[src/rtl/nc3_pkg.sv]
// shared types, constants and helpers of the normalized 3x3 convolution unit
`timescale 1ns / 1ps
package nc3_pkg;
	localparam int MAX_WIDTH  = 2048;
	localparam int COEFF_BITS = 8;
	localparam int COL_W      = $clog2(MAX_WIDTH);
	localparam int PIX_W      = 24;
	localparam int LINE_W     = 2 * PIX_W;
	localparam int ACC_W      = COEFF_BITS + 12;
	localparam int DIV_W      = COEFF_BITS + 4;
	localparam int DCNT_W     = $clog2(ACC_W + 1);
	localparam int TAPS       = 9;
	localparam int TAP_W      = 4;
	localparam int GEO_W      = 17;
	localparam int CFG_IDX_W  = 3;
	localparam int CFG_DATA_W = 24;

	localparam logic [CFG_IDX_W-1:0] REG_KERNEL_TOP    = 3'd0;
	localparam logic [CFG_IDX_W-1:0] REG_KERNEL_MIDDLE = 3'd1;
	localparam logic [CFG_IDX_W-1:0] REG_KERNEL_BOTTOM = 3'd2;
	localparam logic [CFG_IDX_W-1:0] REG_IMAGE_WIDTH   = 3'd3;
	localparam logic [CFG_IDX_W-1:0] REG_IMAGE_HEIGHT  = 3'd4;
	localparam logic [CFG_IDX_W-1:0] REG_BORDER_MARGIN = 3'd5;

	typedef struct packed {
		logic [7:0] blue_in;
		logic [7:0] green_in;
		logic [7:0] red_in;
	} in_item_t;

	typedef struct packed {
		logic [7:0]  red_out;
		logic [7:0]  green_out;
		logic [7:0]  blue_out;
		logic [10:0] centre_column;
		logic [15:0] centre_row;
		logic        filtered;
	} out_item_t;

	typedef enum logic [2:0] {
		ST_IDLE,
		ST_READ,
		ST_EVAL,
		ST_MAC,
		ST_START,
		ST_DIV,
		ST_PUSH
	} state_t;

	function automatic logic signed [COEFF_BITS-1:0] coeff(
		input logic [CFG_DATA_W-1:0] row_reg,
		input int k
	);
		logic [CFG_DATA_W+3*COEFF_BITS-1:0] ext;
		ext = {{(3*COEFF_BITS){1'b0}}, row_reg};
		return ext[k*COEFF_BITS +: COEFF_BITS];
	endfunction
endpackage

[src/rtl/nc3_div.sv]
// iterative restoring divider, three channel quotients over one shared divisor
`timescale 1ns / 1ps
module nc3_div (
	input  logic                     clk,
	input  logic                     arst_n,
	input  logic                     start,
	input  logic [nc3_pkg::ACC_W-1:0] dividend [3],
	input  logic [nc3_pkg::DIV_W-1:0] divisor,
	output logic [nc3_pkg::ACC_W-1:0] quotient [3],
	output logic                     done
);
	import nc3_pkg::*;

	logic [DCNT_W-1:0] cnt_q;
	logic [DIV_W-1:0]  den_q;
	logic [DIV_W-1:0]  rem_q [3];
	logic [ACC_W-1:0]  num_q [3];
	logic [DIV_W:0]    trial [3];
	logic [DIV_W:0]    diff [3];

	always_comb begin
		for (int c = 0; c < 3; c++) begin
			trial[c] = {rem_q[c], num_q[c][ACC_W-1]};
			diff[c]  = trial[c] - {1'b0, den_q};
		end
	end

	always_ff @(posedge clk or negedge arst_n) begin
		if (!arst_n) begin
			cnt_q <= '0;
			done  <= 1'b0;
		end else begin
			done <= 1'b0;
			if (start) begin
				cnt_q <= DCNT_W'(ACC_W);
			end else if (cnt_q != '0) begin
				cnt_q <= cnt_q - 1'b1;
				if (cnt_q == DCNT_W'(1)) begin
					done <= 1'b1;
				end
			end
		end
	end

	always_ff @(posedge clk) begin
		if (start) begin
			den_q <= divisor;
			for (int c = 0; c < 3; c++) begin
				rem_q[c] <= '0;
				num_q[c] <= dividend[c];
			end
		end else if (cnt_q != '0) begin
			for (int c = 0; c < 3; c++) begin
				if (!diff[c][DIV_W]) begin
					rem_q[c] <= diff[c][DIV_W-1:0];
					num_q[c] <= {num_q[c][ACC_W-2:0], 1'b1};
				end else begin
					rem_q[c] <= trial[c][DIV_W-1:0];
					num_q[c] <= {num_q[c][ACC_W-2:0], 1'b0};
				end
			end
		end
	end

	assign quotient = num_q;
endmodule

[config.mk]
export PLATFORM = sky130hd
export DESIGN_NAME = nc3_div
export DESIGN_NICKNAME = d
export VERILOG_FILES = /design/src/rtl/nc3_pkg.sv /design/src/rtl/nc3_div.sv
export SDC_FILE = /design/constraint.sdc
export NUM_CORES = 1
export LEC_CHECK = 0
export BUFFER_PORTS_ARGS = -buffer_cell sky130_fd_sc_hd__clkbuf_2
export CORE_UTILIZATION = 56
export DETAILED_ROUTE_END_ITERATION = 8
export PLACE_DENSITY = 0.77
export SKIP_LAST_GASP = 1
export SYNTH_ARGS = -nofsm -noshare
export SYNTH_HDL_FRONTEND = slang
export SYNTH_SLANG_ARGS = --single-unit
[constraint.sdc]
create_clock -name clk -period 3.6 [get_ports clk]
set_input_delay 0.9 -clock clk [delete_from_list [all_inputs] [get_ports clk]]
set_output_delay 0.9 -clock clk [all_outputs]
set_load 0.05 [all_outputs]
==> results.json <==
{
  "fmax_mhz": 335,
  "wl_per_cell_um": 18.7,
  "synth-main-ff-cell": "edfxtp_1",
  "die_h_um": 112,
  "drive_gt1_frac": 0.329,
  "ys_seq_elements": 114,
  "p_per_area_nw_per_um2": 777,
  "die_x_um": 112,
  "netlist_area_um2": 6740,
  "synth_cell_types": 57,
  "numCtsBuffers": 17,
  "clock_latency_ns": 0.42,
  "port_buffers": 135,
  "num_antenna_cells": 0,
  "gr-usage-met3": 0.0855,
  "routed_via_density": 6.05,
  "reg2reg_from": "quotient[19]",
  "ys_seq_area_frac": 0.503,
  "syn_to_final_growth_pct": 21.2,
  "routabilityCongestion": 0.829,
  "clockBufferDepth": 2,
  "synth_area_per_cell_um2": 11.7,
  "grt_busiest_layer": "met2",
  "place_hpwl_mm": 11.6,
  "tightest_slew_ns": 0.781,
  "setup_viol_count_final": 0,
  "yosys.cell_count.top_type": "edfxtp_1",
  "worstPathRequired_ns": 3.77,
  "reg2reg_depth": 9,
  "maxCapViolations": 0,
  "ant_nets": 0,
  "synth_top_area_cell": "edfxtp_1",
  "syn-num-nets": 691,
  "grt_pass1_wl_mm": 26.1,
  "cp-end-kind": "flop",
  "coreArea_um2": 11600,
  "cts_tree": "yes",
  "rsz0062_at_grt": "false",
  "cts-root-buf": "clkbuf_16",
  "grt_overflow_total": 0,
  "hp-class": "input pin to asynchronous set/reset pin",
  "fin_crit_sh": 0.829,
  "place_area_um2": 7580,
  "holdBufCountCts": 0,
  "critical_path_buf_inv_count": 2,
  "period_minus_slack_ns": 2.98,
  "slew_headroom": 0.476,
  "drtIter0Drc": 390,
  "drc": 1,
  "fin_nets": 832,
  "peakVddDrop_mv": 0.498,
  "yosys_warnings": 0,
  "dieArea_um2": 12500,
  "antenna_found_initial": 0,
  "synth_common_cells": "108 x edfxtp_1, 62 x mux2_2, 39 x ha_1, 38 x a21oi_1, 38 x nor2_1",
  "synthCells": 574,
  "yosys.area.top_type_share": 0.481,
  "grtUsageMet1": 0.312,
  "r2r_end": "quotient[0]",
  "p_leak_nw": 3.49,
  "path_max_fanout": 17,
  "path_delay_family": "simple AND/OR/NAND/NOR gates",
  "h-tree-depth": 4,
  "vias": 5261,
  "cts.sinks": 114,
  "final_cell_area_um2": 8180,
  "critical_path.max_stage_delay_ns": 0.43,
  "routed_wl_mm": 16.3,
  "use_met2": 0.472,
  "clkSlewWorstSetupHoldPaths_ns": 0.05,
  "slew_violations": 0,
  "ios": 136,
  "start_kind": "flop",
  "synth_async_sr_flop_share": 0.0526,
  "gr-usage-all-layers": 0.272,
  "status": "complete, but fails checks",
  "crit_top_cell": "inv_1",
  "violations": "DRC",
  "finalHoldViolCount": 0,
  "synth_edf_count": 108,
  "cts.repair.resized": 0,
  "crit_type": "flop to flop",
  "critPathArrivalTime_ns": 3.15,
  "post-cts-setup-buffers": 0,
  "grt_max_degree": 45,
  "drtPass1Iterations": 7,
  "grt_pass1_vias": 5377,
  "rows": 39,
  "start_util": 0.583,
  "setup_tns_ns": 0,
  "crit_chain": "inv_1 > ha_1 > inv_1 > fa_1 > a211oi_1 > o21ai_0 > nand4_1 > nand3_2 > mux2_2",
  "yosys-top-cells-area": "edfxtp_1 48%, mux2_2 10%, ha_1 7.2%",
  "ff2ff_setup_slack_ns": 0.62,
  "skew_ns": 0.00614,
  "worst_path_max_delay_cell": "fa_1"
}
## per-stage QoR
| step | cells | total power [mW] | utilization | worst slack [ns] | hold WS (ns) |
|---|---|---|---|---|---|
| finish | 870 | 6.35 | 0.707 | 0.617 | 0.299 |
| global route | 870 | 6.67 | 0.707 | 0.321 | 0.298 |
| CTS | 870 | 6.33 | 0.707 | 0.625 | 0.288 |
| detailed placement | 839 | 4.56 | 0.655 | 0.633 | 0.505 |
| global placement | 839 | 4.46 | 0.655 | 0.750 | 0.492 |
| floorplan | 574 | 4.00 | - | 0.154 | 0.459 |
## routing by layer
metal | wire length [µm] | part of all wire | vias to the layer above
li1 | - | - | 2506
met1 | 6580 | 0.40 | 2510
met2 | 8200 | 0.50 | 214
met3 | 1150 | 0.070 | 31
met4 | 364 | 0.022 | 0
met5 | 0 | 0 | -
## where the power goes
group | switching, mW | leakage, nW | internal (mW)
Clock | 0.599 | 0.292 | 1.14
Combinational | 1.60 | 1.94 | 1.02
Sequential | 0.175 | 1.26 | 1.81
Total | 2.38 | 3.49 | 3.97
## worst max path at each step
stage | startpoint | to | slack [ns] | cells past startpoint
2_1_floorplan | start | quotient[0] | 0.15 | 3
3_3_place_gp | quotient[19] | rem_q[2][3] | 0.75 | 10
3_5_place_dp | quotient[19] | rem_q[2][4] | 0.63 | 10
4_1_cts | quotient[19] | quotient[0] | 0.63 | 9
5_1_grt | quotient[19] | quotient[0] | 0.32 | 9
6_report | quotient[19] | quotient[0] | 0.62 | 9
## area by class of cell
class	count	area (µm²)
Clock inverter	13	168
Clock buffer	18	429
Fill cell	824	3390
Multi-Input combinational cell	412	3180
Inverter	30	113
Timing Repair Buffer	140	716
Tap cell	143	179
Sequential cell	114	3390
## cells in the final DEF (no fill, tap or decap), types with 7 or more instances in the layout
master / count
o211ai_1: 7
edfxtp_1: 108
mux2i_1: 9
nand3_1: 10
clkbuf_16: 17
o31ai_1: 7
nand2b_1: 13
nand2_1: 15
xnor2_1: 10
a211oi_1: 12
nor3_1: 12
ha_1: 39
nor2_1: 38
o21a_1: 14
mux2_2: 62
a21oi_1: 38
and3_1: 7
o21ai_0: 29
nor4_1: 8
nor2b_1: 8
clkbuf_2: 134
inv_1: 30
## kinds of logic (layout without fill, tap and decap cells)
family | after synthesis | in the layout | synth area share
AOI/OAI and AO/OA | 144 | 144 | 0.140
and+or+nand+nor | 143 | 143 | 0.116
DFF | 114 | 114 | 0.503
muxes | 71 | 71 | 0.117
buffers and inverters | 48 | 201 | 0.0269
adders and majority gates | 42 | 42 | 0.0813
xor gates and xnor gates | 12 | 12 | 0.0156
## worst register-to-register path: cells and delay by family, from the launching register on
family                     cells  cell delay [ns]
buffers and inverters          2             0.13
DFF                            1             0.40
muxes                          1             0.42
adders and majority gates      2             0.59
and+or+nand+nor                2             0.66
AOI/OAI and AO/OA              2             0.53
## registers in the layout, summed over array words and instances, names as in the netlist
signal / flops
cnt_q: 5
done: 1
quotient: 60
den_q: 12
rem_q: 36
(Power assumes the default switching activity.)
